[src/hw/rtl/tep_pkg.sv]
// Shared types and constants for the touch event to pointer unit.
package tep_pkg;

    localparam int COORD_BITS  = 12;
    localparam int SCALE_SHIFT = 12;
    localparam int VALUE_BITS  = 12;
    localparam int PROD_BITS   = 2 * VALUE_BITS;
    localparam int SAT_BITS    = 17;
    localparam int OUT_BITS    = 12;
    localparam int THR_BITS    = 8;
    localparam int QDepth      = 2;
    localparam int QPtrBits    = (QDepth > 1) ? $clog2(QDepth) : 1;
    localparam int QCntBits    = $clog2(QDepth + 1);

    localparam logic [COORD_BITS-1:0] CoordMax = {COORD_BITS{1'b1}};

    localparam logic [4:0] EVT_SYNC = 5'd0;
    localparam logic [4:0] EVT_KEY  = 5'd1;
    localparam logic [4:0] EVT_ABS  = 5'd3;

    localparam logic [9:0] CODE_X     = 10'h035;
    localparam logic [9:0] CODE_Y     = 10'h036;
    localparam logic [9:0] CODE_TOUCH = 10'h14a;
    localparam logic [9:0] CODE_DTAP  = 10'h14d;

    localparam logic [1:0] BTN_NONE  = 2'd0;
    localparam logic [1:0] BTN_LEFT  = 2'd1;
    localparam logic [1:0] BTN_RIGHT = 2'd2;

    localparam logic [1:0] CFG_SCALE_ENABLE   = 2'd0;
    localparam logic [1:0] CFG_SCREEN_WIDTH   = 2'd1;
    localparam logic [1:0] CFG_SCREEN_HEIGHT  = 2'd2;
    localparam logic [1:0] CFG_MOVE_THRESHOLD = 2'd3;

    typedef enum logic [2:0] {
        OP_SET_X,
        OP_SET_Y,
        OP_TOUCH,
        OP_DTAP,
        OP_SYNC
    } op_t;

    typedef struct packed {
        op_t                   op;
        logic [COORD_BITS-1:0] pos;
        logic                  key_down;
    } item_t;

    typedef struct packed {
        logic                  scale_enable;
        logic [VALUE_BITS-1:0] screen_width;
        logic [VALUE_BITS-1:0] screen_height;
        logic [THR_BITS-1:0]   move_threshold;
    } cfg_t;

endpackage

[src/hw/rtl/touch_event_to_pointer_unit.sv]
// Top level: config registers, front decoder, item queue and back end.
// Throughput: one input beat per cycle unless a full queue holds the front
// register. The front register, a 2-entry queue and the output register lie
// in turn on the path and let input and output stall independently.
// Reset: config returns to scale off, 600 x 800, threshold 10; pointer state,
// flags, queue and output valid clear at once. No clearing pass.
module touch_event_to_pointer_unit (
    input  logic        clk,
    input  logic        rst_n,
    input  logic        cfg_we,
    input  logic [1:0]  cfg_index,
    input  logic [11:0] cfg_data,
    input  logic        in_valid,
    output logic        in_ready,
    input  logic [4:0]  event_type,
    input  logic [9:0]  event_code,
    input  logic [11:0] event_value,
    output logic        out_valid,
    input  logic        out_ready,
    output logic [11:0] point_x,
    output logic [11:0] point_y,
    output logic [1:0]  buttons
);
    import tep_pkg::*;

    cfg_t  cfg_reg;
    logic  push;
    item_t push_item;
    logic  q_full;
    logic  pop;
    logic  q_valid;
    item_t pop_item;

    always_ff @(posedge clk or negedge rst_n)
    begin
        if (!rst_n)
        begin
            cfg_reg.scale_enable   <= 1'b0;
            cfg_reg.screen_width   <= 12'd600;
            cfg_reg.screen_height  <= 12'd800;
            cfg_reg.move_threshold <= 8'd10;
        end
        else if (cfg_we)
        begin
            unique case (cfg_index)
                CFG_SCALE_ENABLE:   cfg_reg.scale_enable   <= cfg_data[0];
                CFG_SCREEN_WIDTH:   cfg_reg.screen_width   <= cfg_data;
                CFG_SCREEN_HEIGHT:  cfg_reg.screen_height  <= cfg_data;
                CFG_MOVE_THRESHOLD: cfg_reg.move_threshold <= cfg_data[THR_BITS-1:0];
            endcase
        end
    end

    tep_front u_front (
        .clk         (clk),
        .rst_n       (rst_n),
        .in_valid    (in_valid),
        .in_ready    (in_ready),
        .event_type  (event_type),
        .event_code  (event_code),
        .event_value (event_value),
        .cfg         (cfg_reg),
        .q_full      (q_full),
        .push        (push),
        .push_item   (push_item)
    );

    tep_queue u_queue (
        .clk       (clk),
        .rst_n     (rst_n),
        .push      (push),
        .push_item (push_item),
        .full      (q_full),
        .pop       (pop),
        .q_valid   (q_valid),
        .pop_item  (pop_item)
    );

    tep_back u_back (
        .clk            (clk),
        .rst_n          (rst_n),
        .q_valid        (q_valid),
        .q_item         (pop_item),
        .pop            (pop),
        .move_threshold (cfg_reg.move_threshold),
        .out_valid      (out_valid),
        .out_ready      (out_ready),
        .point_x        (point_x),
        .point_y        (point_y),
        .buttons        (buttons)
    );

endmodule

[src/hw/rtl/tep_front.sv]
// Front end: accepts event beats, decodes them and scales position samples when scaling is on.
module tep_front (
    input  logic            clk,
    input  logic            rst_n,
    input  logic            in_valid,
    output logic            in_ready,
    input  logic [4:0]      event_type,
    input  logic [9:0]      event_code,
    input  logic [11:0]     event_value,
    input  tep_pkg::cfg_t   cfg,
    input  logic            q_full,
    output logic            push,
    output tep_pkg::item_t  push_item
);
    import tep_pkg::*;

    logic                  keep;
    item_t                 item;
    logic [VALUE_BITS-1:0] size;
    logic [PROD_BITS-1:0]  product;
    logic [VALUE_BITS-1:0] raw;
    logic [SAT_BITS-1:0]   raw_wide;
    logic                  valid_reg;
    logic                  valid_next;
    item_t                 item_reg;
    logic                  accept;

    always_comb
    begin
        size     = (event_code == CODE_X) ? cfg.screen_width : cfg.screen_height;
        product  = PROD_BITS'(size) * PROD_BITS'(event_value);
        raw      = cfg.scale_enable ? product[SCALE_SHIFT +: VALUE_BITS] : event_value;
        raw_wide = SAT_BITS'(raw);
        keep     = 1'b0;
        item.op  = OP_SYNC;
        item.key_down = (event_value != '0);
        if (raw_wide > SAT_BITS'(CoordMax))
        begin
            item.pos = CoordMax;
        end
        else
        begin
            item.pos = raw_wide[COORD_BITS-1:0];
        end
        priority if (event_type == EVT_ABS)
        begin
            keep    = (event_code == CODE_X) || (event_code == CODE_Y);
            item.op = (event_code == CODE_X) ? OP_SET_X : OP_SET_Y;
        end
        else if (event_type == EVT_KEY)
        begin
            keep    = (event_code == CODE_TOUCH) || (event_code == CODE_DTAP);
            item.op = (event_code == CODE_TOUCH) ? OP_TOUCH : OP_DTAP;
        end
        else if (event_type == EVT_SYNC)
        begin
            keep    = 1'b1;
            item.op = OP_SYNC;
        end
        else
        begin
            keep = 1'b0;
        end
    end

    assign push      = valid_reg && !q_full;
    assign in_ready  = !valid_reg || !q_full;
    assign accept    = in_valid && in_ready;
    assign push_item = item_reg;

    always_comb
    begin
        valid_next = valid_reg;
        if (accept)
        begin
            valid_next = keep;
        end
        else if (push)
        begin
            valid_next = 1'b0;
        end
    end

    always_ff @(posedge clk or negedge rst_n)
    begin
        if (!rst_n)
        begin
            valid_reg <= 1'b0;
        end
        else
        begin
            valid_reg <= valid_next;
        end
    end

    always_ff @(posedge clk)
    begin
        if (accept)
        begin
            item_reg <= item;
        end
    end

    a_hold_when_full: assert property (@(posedge clk) disable iff (!rst_n)
        valid_reg && q_full |=> valid_reg && (item_reg == $past(item_reg)))
        else $error("front beat lost while queue full");

endmodule

[src/hw/rtl/tep_queue.sv]
// Short queue of decoded items between front and back.
module tep_queue (
    input  logic            clk,
    input  logic            rst_n,
    input  logic            push,
    input  tep_pkg::item_t  push_item,
    output logic            full,
    input  logic            pop,
    output logic            q_valid,
    output tep_pkg::item_t  pop_item
);
    import tep_pkg::*;

    item_t                entry_reg [QDepth];
    logic [QPtrBits-1:0]  wr_ptr_reg;
    logic [QPtrBits-1:0]  rd_ptr_reg;
    logic [QCntBits-1:0]  count_reg;
    logic [QCntBits-1:0]  count_next;

    assign full     = (count_reg == QCntBits'(QDepth));
    assign q_valid  = (count_reg != '0);
    assign pop_item = entry_reg[rd_ptr_reg];

    always_comb
    begin
        count_next = count_reg;
        if (push && !pop)
        begin
            count_next = count_reg + 1'b1;
        end
        else if (pop && !push)
        begin
            count_next = count_reg - 1'b1;
        end
    end

    always_ff @(posedge clk or negedge rst_n)
    begin
        if (!rst_n)
        begin
            wr_ptr_reg <= '0;
            rd_ptr_reg <= '0;
            count_reg  <= '0;
        end
        else
        begin
            count_reg <= count_next;
            if (push)
            begin
                wr_ptr_reg <= (wr_ptr_reg == QPtrBits'(QDepth - 1)) ? '0 : wr_ptr_reg + 1'b1;
            end
            if (pop)
            begin
                rd_ptr_reg <= (rd_ptr_reg == QPtrBits'(QDepth - 1)) ? '0 : rd_ptr_reg + 1'b1;
            end
        end
    end

    always_ff @(posedge clk)
    begin
        if (push)
        begin
            entry_reg[wr_ptr_reg] <= push_item;
        end
    end

    a_count_bound: assert property (@(posedge clk) disable iff (!rst_n)
        count_reg <= QCntBits'(QDepth))
        else $error("queue count overflow");

    a_no_overrun: assert property (@(posedge clk) disable iff (!rst_n)
        !(push && full && !pop) && !(pop && !q_valid))
        else $error("queue overrun or underrun");

endmodule

[src/hw/rtl/tep_back.sv]
// Back end: applies decoded items to pointer state and registers results.
module tep_back (
    input  logic            clk,
    input  logic            rst_n,
    input  logic            q_valid,
    input  tep_pkg::item_t  q_item,
    output logic            pop,
    input  logic [7:0]      move_threshold,
    output logic            out_valid,
    input  logic            out_ready,
    output logic [11:0]     point_x,
    output logic [11:0]     point_y,
    output logic [1:0]      buttons
);
    import tep_pkg::*;

    logic [COORD_BITS-1:0] cur_x_reg, cur_y_reg, ref_x_reg, ref_y_reg;
    logic                  touch_now_reg, touch_pending_reg;
    logic                  dtap_now_reg, dtap_pending_reg;
    logic                  out_valid_reg;
    logic [OUT_BITS-1:0]   point_x_reg, point_y_reg;
    logic [1:0]            buttons_reg;

    logic [COORD_BITS-1:0] stored;
    logic [COORD_BITS-1:0] diff;
    logic                  move;
    logic                  moved;
    logic                  emit;
    logic [1:0]            emit_btn;

    always_comb
    begin
        stored = (q_item.op == OP_SET_X) ? cur_x_reg : cur_y_reg;
        diff   = (q_item.pos > stored) ? q_item.pos - stored : stored - q_item.pos;
        move   = (SAT_BITS'(diff) > SAT_BITS'(move_threshold));
        moved  = (cur_x_reg != ref_x_reg) || (cur_y_reg != ref_y_reg);
        emit     = 1'b0;
        emit_btn = BTN_NONE;
        unique case (q_item.op)
            OP_TOUCH:
            begin
                emit     = 1'b1;
                emit_btn = q_item.key_down ? BTN_LEFT : BTN_NONE;
            end
            OP_DTAP:
            begin
                emit     = 1'b1;
                emit_btn = q_item.key_down ? BTN_RIGHT : BTN_NONE;
            end
            OP_SYNC:
            begin
                emit     = !dtap_now_reg && !dtap_pending_reg && touch_now_reg
                           && touch_pending_reg && moved;
                emit_btn = BTN_LEFT;
            end
            default:
            begin
                emit     = 1'b0;
                emit_btn = BTN_NONE;
            end
        endcase
    end

    assign pop       = q_valid && (!emit || !out_valid_reg || out_ready);
    assign out_valid = out_valid_reg;
    assign point_x   = point_x_reg;
    assign point_y   = point_y_reg;
    assign buttons   = buttons_reg;

    always_ff @(posedge clk or negedge rst_n)
    begin
        if (!rst_n)
        begin
            cur_x_reg         <= '0;
            cur_y_reg         <= '0;
            ref_x_reg         <= '0;
            ref_y_reg         <= '0;
            touch_now_reg     <= 1'b0;
            touch_pending_reg <= 1'b0;
            dtap_now_reg      <= 1'b0;
            dtap_pending_reg  <= 1'b0;
            out_valid_reg     <= 1'b0;
        end
        else
        begin
            if (pop && emit)
            begin
                out_valid_reg <= 1'b1;
            end
            else if (out_ready)
            begin
                out_valid_reg <= 1'b0;
            end
            if (pop)
            begin
                unique case (q_item.op)
                    OP_SET_X:
                    begin
                        if (move)
                        begin
                            cur_x_reg <= q_item.pos;
                        end
                    end
                    OP_SET_Y:
                    begin
                        if (move)
                        begin
                            cur_y_reg <= q_item.pos;
                        end
                    end
                    OP_TOUCH:
                    begin
                        touch_pending_reg <= q_item.key_down;
                    end
                    OP_DTAP:
                    begin
                        dtap_pending_reg <= q_item.key_down;
                    end
                    OP_SYNC:
                    begin
                        ref_x_reg     <= cur_x_reg;
                        ref_y_reg     <= cur_y_reg;
                        touch_now_reg <= touch_pending_reg;
                        dtap_now_reg  <= dtap_pending_reg;
                    end
                    default:
                    begin
                        ref_x_reg <= ref_x_reg;
                    end
                endcase
            end
        end
    end

    always_ff @(posedge clk)
    begin
        if (pop && emit)
        begin
            point_x_reg <= OUT_BITS'(cur_x_reg);
            point_y_reg <= OUT_BITS'(cur_y_reg);
            buttons_reg <= emit_btn;
        end
    end

    a_btn_code: assert property (@(posedge clk) disable iff (!rst_n)
        out_valid_reg |-> (buttons_reg == BTN_NONE || buttons_reg == BTN_LEFT
                           || buttons_reg == BTN_RIGHT))
        else $error("bad button code");

    a_sync_commit: assert property (@(posedge clk) disable iff (!rst_n)
        pop && q_item.op == OP_SYNC |=> (ref_x_reg == cur_x_reg) && (ref_y_reg == cur_y_reg))
        else $error("sync did not commit reference point");

    a_no_drop: assert property (@(posedge clk) disable iff (!rst_n)
        out_valid_reg && !out_ready |-> !(pop && emit))
        else $error("result overwritten before taken");

endmodule

[config.mk]
export PLATFORM = sky130hd
export DESIGN_NAME = touch_event_to_pointer_unit
export DESIGN_NICKNAME = d
export VERILOG_FILES = /design/src/hw/rtl/tep_pkg.sv /design/src/hw/rtl/touch_event_to_pointer_unit.sv /design/src/hw/rtl/tep_front.sv /design/src/hw/rtl/tep_queue.sv /design/src/hw/rtl/tep_back.sv
export SDC_FILE = /design/constraint.sdc
export NUM_CORES = 1
export LEC_CHECK = 0
export ABC_AREA = 1
export BUFFER_PORTS_ARGS = -buffer_cell sky130_fd_sc_hd__buf_2
export CORE_UTILIZATION = 53
export DETAILED_ROUTE_END_ITERATION = 7
export PLACE_DENSITY = 0.67
export SLEW_MARGIN = 0
export SYNTH_ARGS = -nofsm -noshare
export SYNTH_HDL_FRONTEND = slang
export SYNTH_HIERARCHICAL = 1
export SYNTH_SLANG_ARGS = --single-unit
[constraint.sdc]
create_clock -name clk -period 13.7 [get_ports clk]
set_input_delay 2.055 -clock clk [delete_from_list [all_inputs] [get_ports clk]]
set_output_delay 2.055 -clock clk [all_outputs]
set_load 0.02 [all_outputs]
[Word level (Yosys, flattened, before mapping)]
Memory sizes are Yosys's and may differ from the RTL's.
Index checks and enable logic that the tools add are counted.
Operators by class
  $add $sub $neg: 6
  multiply operators: 1
  divide/modulo/power cells: 0
  magnitude comparators: 2
  eq/ne operators: 16
  shift-type cells: 0
  muxes and demuxes: 25
  bitwise gates (word level): 0
  reductions and logical operators: 42
Operator list (count)
  2-to-1 mux 12 bit: 4
  multiplier 12 x 12 -> 24 bit: 1
  inequality test 12 bit: 2
  subtractor 12 bit: 2
  equality test 10 x 6 -> 1 bit (second input constant): 2
  equality test 10 x 9 -> 1 bit (second input constant): 2
  2-to-1 mux 1 bit: 14
  AND reduction 2 bit: 7
  > comparator 12 bit: 1
  > comparator 12 x 8 -> 1 bit: 1
  nonzero test 12 bit: 1
  logical AND 1 bit: 10
  logical NOT 1 bit: 8
  nonzero test 2 bit: 4
  equality test 2 bit (second input constant): 3
  equality test 3 x 2 -> 1 bit (second input constant): 2
  logical OR 1 bit: 6
  2-to-1 mux 2 bit: 3
  2-to-1 mux 3 bit: 2
  one-hot mux 2 bit (3 select lines): 1
  AND reduction 3 bit: 2
  equality test 5 x 1 -> 1 bit (second input constant): 1
  equality test 5 x 2 -> 1 bit (second input constant): 1
  logical NOT 5 bit: 1
  other kinds (10): 11
Word-level totals
  register bits: 133
  latch bits: 0
  RAM bits: 32
  ROM bits: 0
  input bits: 46
  output and inout port bits: 28
  word-level logic and storage cells: 116
  memories kept: 1
Memory list
  u_queue.entry_reg: depth 2, width 16, read ports 1, clocked after memory_dff 0, write ports 1, RTL line tep_queue.sv:14  | item_t entry_reg [QDepth];

[Longest topological paths before layout]
Gate-level depths: netlist of run 1.
  word-level depth: 13
  depth in mapped cells: 37
  depth with buffers taken out: 32

[Hierarchy]
Netlist of run 1, hierarchy kept.
Modules (own cells, without submodules)
  tep_front: instances 1, cells an instance 735, area each 5615.4 µm², seq. area each 505.5 µm²
  tep_back: instances 1, cells an instance 643, area each 5029.8 µm², seq. area each 2107.0 µm²
  tep_queue: instances 1, cells an instance 75, area each 1412.6 µm², seq. area each 1061.0 µm²
  touch_event_to_pointer_unit: instances 1, cells an instance 151, area each 1395.1 µm², seq. area each 837.1 µm²

[Worst setup path after synthesis of run 1]
Ideal clock, no wire load.
  path type: input -> register
  from: in event_code[9]
  to: reg u_front.item_reg, in the netlist u_front/push_item[10], data pin
  setup time: 0.261 ns
  data arrival time: 6.890 ns
  data required time: 13.439 ns
  path slack: 6.549 ns
  stages on the path: 25
  buffers on the path: 1
  cell sequence: inv_2 nand2_1 nor2_4 nand3_4 buf_2 o21ai_0 clkinv_1 nand2_1 fa_1 fa_1 inv_1 fa_1 fa_1 inv_1 fa_1 inv_1 ha_1 nand2_1 o21ai_0 a21oi_1 o221a_2 nand2_1 nand2_1 nand3_1 o21ai_1
RTL lines
  from (decl): RTL line touch_event_to_pointer_unit.sv:16  | input logic [9:0] event_code,
  to (signal assigned): RTL line tep_front.sv:100  | item_reg <= item;
  to (decl): RTL line tep_front.sv:25  | item_t item_reg;

==> results of run 1 <==
==> worst max-delay path: stages <==
cell     delay [ns]
buf_2          0.10
inv_2          0.04
nand2_1        0.08
nor2_4         0.17
nand3_4        0.23
o21ai_0        0.67
inv_1          0.35
nand2_1        0.17
fa_1           0.45
fa_1           0.51
inv_1          0.05
fa_1           0.46
fa_1           0.51
inv_1          0.05
fa_1           0.47
inv_1          0.04
ha_1           0.35
nand2_1        0.12
o21ai_0        0.36
a21oi_1        0.08
o221a_2        0.25
nand2_1        0.06
nand2_1        0.05
nand3_1        0.06
o21ai_1        0.08
==> per-stage QoR <==
step	cell area, µm²	util
floorplan	13450	-
global placement	14040	0.5705
detailed placement	14040	0.5705
CTS	14680	0.5967
global route	14680	0.5967
finish	14680	0.5967
==> kinds of logic (layout without fill, tap and decap cells) <==
logic type      count (synthesis)  in the layout  share of synthesized area
buf+inv                       330            400                    0.09942
fa+ha+maj                     191            191                     0.2340
xor+xnor                       37             37                    0.02409
flops                         165            165                     0.3353
simple gates                  725            725                     0.2334
mux                            21             21                    0.01962
compound gates                135            135                    0.05413
==> how the worst max path moves through the flow <==
| stage | end | depth (start not counted) | start | slack (ns) |
|---|---|---|---|---|
| finish | u_front/push_item[10] | 25 | event_code[9] | 6.02 |
| global route | u_front/push_item[10] | 25 | event_code[9] | 5.71 |
| CTS | u_front/push_item[10] | 25 | event_code[9] | 6.01 |
| detailed placement | u_front/push_item[10] | 25 | event_code[9] | 5.55 |
| global placement | u_front/push_item[10] | 25 | event_code[9] | 5.59 |
| floorplan | u_front/push_item[10] | 25 | event_code[9] | 6.55 |
==> power by group <==
group | total, mW | switching [mW] | leakage [nW] | internal, mW
clock | 0.507 | 0.230 | 0.314 | 0.277
sequential | 0.803 | 0.118 | 1.82 | 0.685
combinational | 2.34 | 1.49 | 5.47 | 0.850
total | 3.65 | 1.83 | 7.60 | 1.81
==> layout make-up <==
class / count / area share
Clock buffer: 18 / 0.03068
Clock inverter: 14 / 0.01321
Inverter: 284 / 0.07261
Multi-Input combinational cell: 1109 / 0.5180
Sequential cell: 165 / 0.3072
Tap cell: 324 / 0.02761
Timing Repair Buffer: 84 / 0.03068
==> routing by layer <==
| metal | global-route usage | up-vias |
|---|---|---|
| met5 | 0 | - |
| met3 | 0.04186 | 71 |
| met4 | 0.1081 | 0 |
| met1 | 0.3361 | 4980 |
| li1 | - | 5177 |
| met2 | 0.4632 | 322 |
==> cell usage in the layout, fill, tap and decap left out, types with 6 or more instances in the layout <==
cell       synthesis  layout
nand3_1           52      52
ha_1              90      90
o21ai_1            9       9
inv_1            276     276
o21ai_0           67      67
nand4_1           61      61
clkbuf_16          0      18
xnor2_1           13      13
edfxtp_1          74      74
nor2_1           111     111
nand2_1          454     454
buf_2             15      72
dfstp_2            9       9
mux2_2             7       7
buf_4              5      12
fa_1             101     101
nand2_2           10      10
nor4_1             8       8
o21bai_1           6       6
a21oi_1           39      39
dfrtp_1           82      82
mux2_4             9       9
xor2_1            24      24
inv_2              6       6
==> impl_metrics.tcl, run 1 <==
set metrics [dict create \
    dr_wl_met2_um 16340 \
    initial_core_util 0.5468 \
    r2r_start "u_queue/rd_ptr_reg" \
    post-cts-setup-buffers 0 \
    synthTopCellsByCount "454 x nand2_1, 276 x inv_1, 111 x nor2_1" \
    clkLatencyLatePin_ns 0.42 \
    finalSetupTns_ns 0 \
    die_w_um 161.3 \
    wl_met3_um 1707 \
    power_density_nw_per_um2 248.3 \
    leakagePower_nw 7.596 \
    path_clk_slew_ns 0.08 \
    place_ws_ns 5.546 \
    critPathRequiredTime_ns 13.86 \
    reg2regPathDepth 29 \
    grt_use_total 0.2681 \
    cts-root-buf "clkbuf_16" \
    finalClockSkew_ns 0.01942 \
    hpwl_um 25950 \
    antenna_found_initial 0 \
    die_area_um2 26020 \
    synth_area_leaders "edfxtp_1 17%, dfrtp_1 15%, fa_1 15%" \
    drive_gt1_frac 0.1075 \
    r2r_end "u_back/cur_x_reg[9]" \
    yosysMostFrequentCell "nand2_1" \
    fp.coreArea_um2 24600 \
    post-route-drc-count 0 \
    min_period_ns 7.685 \
    ys_types 47 \
    finalMaxSlewViolations 0 \
    synthCells 1604 \
    drv_cap 0 \
    cp-end-kind "register" \
    nNetsFinal 1898 \
    rsz0062_at_grt "no" \
    clk_path_buf_depth 2 \
    cp.arrival_ns 7.85 \
    min_to "u_queue/entry_reg[0][12]" \
    startpoint_type "primary input" \
    areaGrowthSynthToFinish_pct 9.133 \
    synth_top_area_share 0.1652 \
    clkSinkCount 165 \
    via_per_inst 5.280 \
    ioPinCount 74 \
    yosys.area.top_type "edfxtp_1" \
    wl_met1_um 14030 \
    routed.top_layer "met4" \
    ctsHoldBuffers 0 \
    grt_overflow 0 \
    ir_worst_vdd_mv 0.1200 \
    async_flop_share 0.5515 \
    placedCellCount 1966 \
    grt_pass1_vias 10530 \
    hp-class "reg2reg" \
    fin_ws_ns 6.015 \
    cts_buffers 17 \
    place.port_buffers 73 \
    die_y_um 161.3 \
    status "completed" \
    hold_depth 0 \
    largest_reg_flops 33 \
    place.gp.congestion 0.9457 \
    r2r_slack_ns 7.33 \
    worstPathMaxFanout 23 \
    syn_area_um2 13450 \
    timing.hold.ws_ns 0.4449 \
    postRouteAntennaNets 0 \
    fmax_mhz 130.1 \
    vias 10550 \
    n_antenna_cell 0 \
    setup-violations-final 0 \
    fillers 2250 \
    register_area_um2 4511 \
    finalCritPeriodShare 0.5609 \
    worst_pin_slew_ns 1.001 \
    wl_per_cell_um 16.67 \
    setup.worst_path.class "in2reg" \
    ys_ff_latch 165 \
    cts-resized-gates 0 \
    htree_levels 4 \
    rows 57 \
    grt_pass1_wl_um 54320 \
    synthFlopType "dfrtp_1" \
    wl_um 33310 \
    syn_avg_cell_area_um2 8.387 \
    yosysSeqAreaShare 0.3353 \
    synth.net_count 1841 \
    hold_viol 0 \
    slew_headroom 0.3318 \
    synth_edf_count 74 \
    p_total_mw 3.646 \
    grt_max_degree 70 \
    hp-start "u_front/push_item[12]" \
    multi_input_area_um2 7605 \
    yosysWarnings 6 \
    first_pass_iters 5 \
    first_iter_violations 725 \
    fin_cells 1998 \
    tritoncts "built" \
]
Note: power is estimated with default switching activity, not from simulation.
==> inputs of run 2 (changes only) <==
ABC_AREA = 0   (was 1)
clock period = 7.2 ns   (was 13.7 ns; I/O delays follow)
==> run 2 against run 1 <==
Effect of this change: area after synthesis is 2.5% lower; count of clock-buffer cells in the layout is 2 higher; wire length is 16% lower; clock skew is 0.0043 ns lower; core utilization is 0.19 points lower; global-route usage is 3.4 points lower; critical path depth is 3 lower; largest cell class unchanged.
==> impl_metrics.tcl, run 2 <==
set metrics [dict create \
    status "completed" \
    ys_types 80 \
    die_y_um 159.3 \
    htree_levels 4 \
    slew_headroom 0.2242 \
    timing.hold.ws_ns 0.4453 \
    die_w_um 159.3 \
    register_area_um2 4511 \
    nNetsFinal 1505 \
    clkLatencyLatePin_ns 0.42 \
    grt_overflow 0 \
    reg2regPathDepth 20 \
    yosysWarnings 6 \
    hold_viol 0 \
    clkSinkCount 165 \
    yosysMostFrequentCell "inv_1" \
    first_iter_violations 535 \
    synthCells 1190 \
    crit_path_end "u_front/push_item[10]" \
    ioPinCount 74 \
    place.gp.congestion 0.8978 \
    rsz0062_at_grt "no" \
    vias 8714 \
    cp-end-kind "register" \
    hold_depth 0 \
    placedCellCount 1573 \
    finalMaxSlewViolations 0 \
    fp.coreArea_um2 24320 \
    place_area_um2 13880 \
    post-cts-setup-buffers 0 \
    finalClockSkew_ns 0.01515 \
    synth_area_leaders "edfxtp_1 17%, dfrtp_1 16%, fa_1 15%" \
    yosys.area.top_type "edfxtp_1" \
    min_period_ns 6.818 \
    largest_reg_flops 33 \
    final_cell_area_um2 14470 \
    critPathRequiredTime_ns 7.33 \
    cp.arrival_ns 6.95 \
    cts-root-buf "clkbuf_16" \
    hp-class "reg2reg" \
    final_util 0.5948 \
    post-route-drc-count 0 \
    yosysSeqAreaShare 0.3440 \
    initial_core_util 0.5391 \
    tritoncts "built" \
    syn_avg_cell_area_um2 11.02 \
    clk_path_buf_depth 2 \
    grt_pass1_wl_um 46540 \
    synthTopCellsByCount "168 x inv_1, 117 x nand2_1, 101 x fa_1" \
    areaGrowthSynthToFinish_pct 10.33 \
    r2r_slack_ns 0.79 \
    setup.worst_path.start "event_code[8]" \
    antenna_found_initial 0 \
    ys_ff_latch 165 \
    grt_max_degree 79 \
    fin_cells 1605 \
    fmax_mhz 146.7 \
    rows 57 \
    setup.worst_path.class "in2reg" \
    async_flop_share 0.5515 \
    syn_area_um2 13110 \
    r2r_start "u_queue/rd_ptr_reg" \
    r2r_end "u_back/cur_y_reg[0]" \
    grt_pass1_vias 9062 \
    synth_top_area_share 0.1695 \
    path_clk_slew_ns 0.06 \
    cts_buffers 17 \
    ctsHoldBuffers 0 \
    worst_pin_slew_ns 1.159 \
    postRouteAntennaNets 0 \
    n_antenna_cell 0 \
    synth.net_count 1427 \
    place.port_buffers 73 \
    finalCritPeriodShare 0.9470 \
    wl_per_cell_um 17.53 \
    first_pass_iters 5 \
    grt_use_total 0.2338 \
    cts-resized-gates 0 \
    synth_edf_count 74 \
    synthFlopType "dfrtp_1" \
    startpoint_type "primary input" \
    hpwl_um 22110 \
    setup-violations-final 0 \
    fillers 2031 \
    die_area_um2 25370 \
    wl_um 28130 \
    drv_cap 0 \
    final_cell_mix "168 x inv_1, 117 x nand2_1, 101 x fa_1" \
    final_common_cell "inv_1" \
    multi_input_area_um2 7744 \
    drive_gt1_frac 0.2225 \
    via_per_inst 5.429 \
    worstPathMaxFanout 11 \
]
run 2: cell types whose count changed in the layout (fill, tap and decap cells not counted), moves of 49 or more:
cell	before	now
nand2_1	454	117
inv_1	276	168
mux2_2	7	96
nor2_1	111	31
and2_1	1	57
nand4_1	61	12
run 2: cells by family (layout without fill, tap and decap cells):
group / after synthesis / after routing / synth area share
simple gates: 304 / 304 / 0.1232
buf+inv: 212 / 303 / 0.06594
fa+ha+maj: 191 / 191 / 0.2401
flops: 165 / 165 / 0.3440
compound gates: 140 / 140 / 0.07539
mux: 135 / 135 / 0.1221
xor+xnor: 43 / 43 / 0.02930
run 2: cell type report:
class,count,share of cell area
Multi-Input combinational cell,813,0.5353
Sequential cell,165,0.3118
Inverter,168,0.04359
Timing Repair Buffer,103,0.04100
Clock buffer,20,0.03088
Tap cell,324,0.02803
Clock inverter,12,0.009342
run 2: worst min-delay path by stage:
stage                               to  slack, ns            startpoint
6_report       u_queue/entry_reg[1][4]       0.45  u_front/push_item[4]
5_1_grt        u_queue/entry_reg[0][2]       0.46  u_front/push_item[2]
4_1_cts        u_queue/entry_reg[0][3]       0.45  u_front/push_item[3]
3_5_place_dp   u_queue/entry_reg[0][3]       0.43  u_front/push_item[3]
3_3_place_gp   u_queue/entry_reg[0][3]       0.42  u_front/push_item[3]
2_1_floorplan  u_queue/entry_reg[0][0]       0.42  u_front/push_item[0]
run 2: routing by layer:
layer,up-vias,global-route usage,part of all wire
li1,4179,-,-
met1,4307,0.2958,0.44
met2,200,0.4187,0.51
met3,28,0.02839,0.034
met4,0,0.07080,0.020
met5,-,0,0
run 2: worst max-delay path: stages:
cell,delay [ns]
buf_2,0.12
nor4b_4,0.35
nand3_4,0.24
mux2_2,0.40
and2_1,0.19
fa_1,0.53
inv_1,0.05
fa_1,0.53
inv_1,0.05
fa_1,0.39
fa_1,0.51
inv_1,0.05
fa_1,0.47
inv_1,0.04
ha_1,0.30
a21oi_1,0.14
nor2_1,0.07
a221o_1,0.32
a21o_1,0.19
or3_1,0.39
o311ai_0,0.31
o221ai_1,0.20
run 2: through the flow:
| stage | setup WS, ns | setup TNS, ns |
|---|---|---|
| 3_5_place_dp | -0.05163 | -0.05163 |
| 4_1_cts | 0.3988 | 0 |
| 2_1_floorplan | 0.02937 | 0 |
| 5_1_grt | 0.09654 | 0 |
| 3_3_place_gp | 0.08381 | 0 |
| 6_report | 0.3815 | 0 |
Power of run 2 is left out: the tool's default activity adds up to more than one toggle a clock period on the data nets, which glitch-free logic cannot reach.
==> inputs of run 3 (changes only) <==
PLACE_DENSITY = unset   (was 0.67)
PLACE_DENSITY_LB_ADDON = 0.3   (was unset)
==> run 3 against run 2 <==
Effect of this change: critical path depth stayed put; flip-flop and latch count did not move; non-clock buffer count is 6 higher; final cell count is 0.37% higher; via count is 1.3% higher; count of clock-buffer cells in the layout down 1; hold slack worse by 0.00086 ns.
==> impl_metrics.tcl, run 3 (same netlist as run 2, synthesis figures left out) <==
set metrics [dict create \
    worstPathMaxFanout 11 \
    setup-violations-final 0 \
    first_pass_iters 5 \
    reg2regPathDepth 20 \
    die_y_um 159.3 \
    status "completed" \
    rows 57 \
    grt_pass1_wl_um 45720 \
    nNetsFinal 1511 \
    largest_reg_flops 33 \
    cts-resized-gates 0 \
    multi_input_area_um2 7744 \
    ctsHoldBuffers 0 \
    slew_headroom 0.2406 \
    fin_cells 1611 \
    grt_max_degree 75 \
    post-route-drc-count 0 \
    final_common_cell "inv_1" \
    clkSinkCount 165 \
    initial_core_util 0.5391 \
    finalMaxSlewViolations 0 \
    areaGrowthSynthToFinish_pct 10.86 \
    cp.arrival_ns 6.93 \
    post-cts-setup-buffers 0 \
    place.port_buffers 73 \
    htree_levels 4 \
    grt_use_total 0.2278 \
    final_cell_mix "168 x inv_1, 117 x nand2_1, 101 x fa_1" \
    setup.worst_path.class "in2reg" \
    place_ws_ns -0.01528 \
    cts-root-buf "clkbuf_16" \
    finalClockSkew_ns 0.01328 \
    min_period_ns 6.779 \
    hold_viol 0 \
    die_area_um2 25370 \
    clkLatencyLatePin_ns 0.43 \
    clk_path_buf_depth 2 \
    hpwl_um 21720 \
    fmax_mhz 147.5 \
    fin_ws_ns 0.4214 \
    hp-class "reg2reg" \
    fp.coreArea_um2 24320 \
    vias 8830 \
    via_per_inst 5.481 \
    first_iter_violations 549 \
    startpoint_type "primary input" \
    grt_pass1_vias 9197 \
    cts_buffers 17 \
    postRouteAntennaNets 0 \
    place.gp.congestion 0.9123 \
    tritoncts "built" \
    drv_cap 0 \
    wl_um 27510 \
    critPathRequiredTime_ns 7.35 \
    rsz0062_at_grt "no" \
    fillers 1991 \
    cp-end-kind "register" \
    placedCellCount 1579 \
    antenna_found_initial 0 \
    finalCritPeriodShare 0.9415 \
    drive_gt1_frac 0.2269 \
    finalSetupTns_ns 0 \
    ioPinCount 74 \
    path_clk_slew_ns 0.07 \
    hold_depth 0 \
    worst_pin_slew_ns 1.134 \
    grt_overflow 0 \
    die_w_um 159.3 \
    register_area_um2 4511 \
    wl_per_cell_um 17.07 \
    n_antenna_cell 0 \
]
[run 3: cell types whose count changed in the layout (fill, tap and decap cells not counted)]
cell        delta
buf_4          +6
clkbuf_1       -1
clkbuf_16      +1
clkbuf_8       -1
clkinvlp_4     -1
inv_6          -1
inv_8          +3
[run 3: layer usage]
metal	up-vias	track usage	share of wire
met5	-	0	0
met4	0	0.09441	0.031
met3	46	0.03490	0.031
met2	166	0.3927	0.50
met1	4426	0.2867	0.44
li1	4192	-	-
[run 3: worst paths after layout]
| check | to | from | slack, ns |
|---|---|---|---|
| min in group asynchronous | u_queue/count_reg[1] | rst_n | 0.51 |
| setup reg to reg | u_back/cur_y_reg[9] | u_queue/rd_ptr_reg | 0.92 |
| hold reg to reg | u_queue/entry_reg[0][1] | u_front/push_item[1] | 0.44 |
| max in group asynchronous | cfg_reg[25] | rst_n | 5.46 |
| hold / removal | u_queue/entry_reg[0][1] | u_front/push_item[1] | 0.44 |
| setup / recovery | u_front/push_item[10] | event_code[8] | 0.42 |
[run 3: through the flow]
stage	utilization	area [µm²]	hold WS (ns)
after floorplan	-	13110	0.4215
after global placement	0.5727	13930	0.4218
after detailed placement	0.5727	13930	0.4308
after CTS	0.5977	14540	0.4454
after global routing	0.5977	14540	0.4513
final	0.5977	14540	0.4444
[run 3: area by class of cell]
class	instances	share of cell area
clock buffer	19	0.03125
clock inverter	13	0.01050
inverter	168	0.04338
multi-input combinational	813	0.5328
sequential	165	0.3103
tap	324	0.02789
timing repair buffer	109	0.04390
[run 3: worst max-delay path: stages]
cell	delay, ns
buf_2	0.12
nor4b_4	0.35
nand3_4	0.24
mux2_2	0.40
and2_1	0.19
fa_1	0.53
inv_1	0.06
fa_1	0.53
inv_1	0.05
fa_1	0.40
fa_1	0.52
inv_1	0.05
fa_1	0.47
inv_1	0.04
ha_1	0.31
and4_1	0.22
and3_1	0.19
and2_1	0.16
a31o_2	0.22
or3_1	0.32
o311ai_0	0.30
o221ai_1	0.17
Power of run 3 is left out for the same reason.
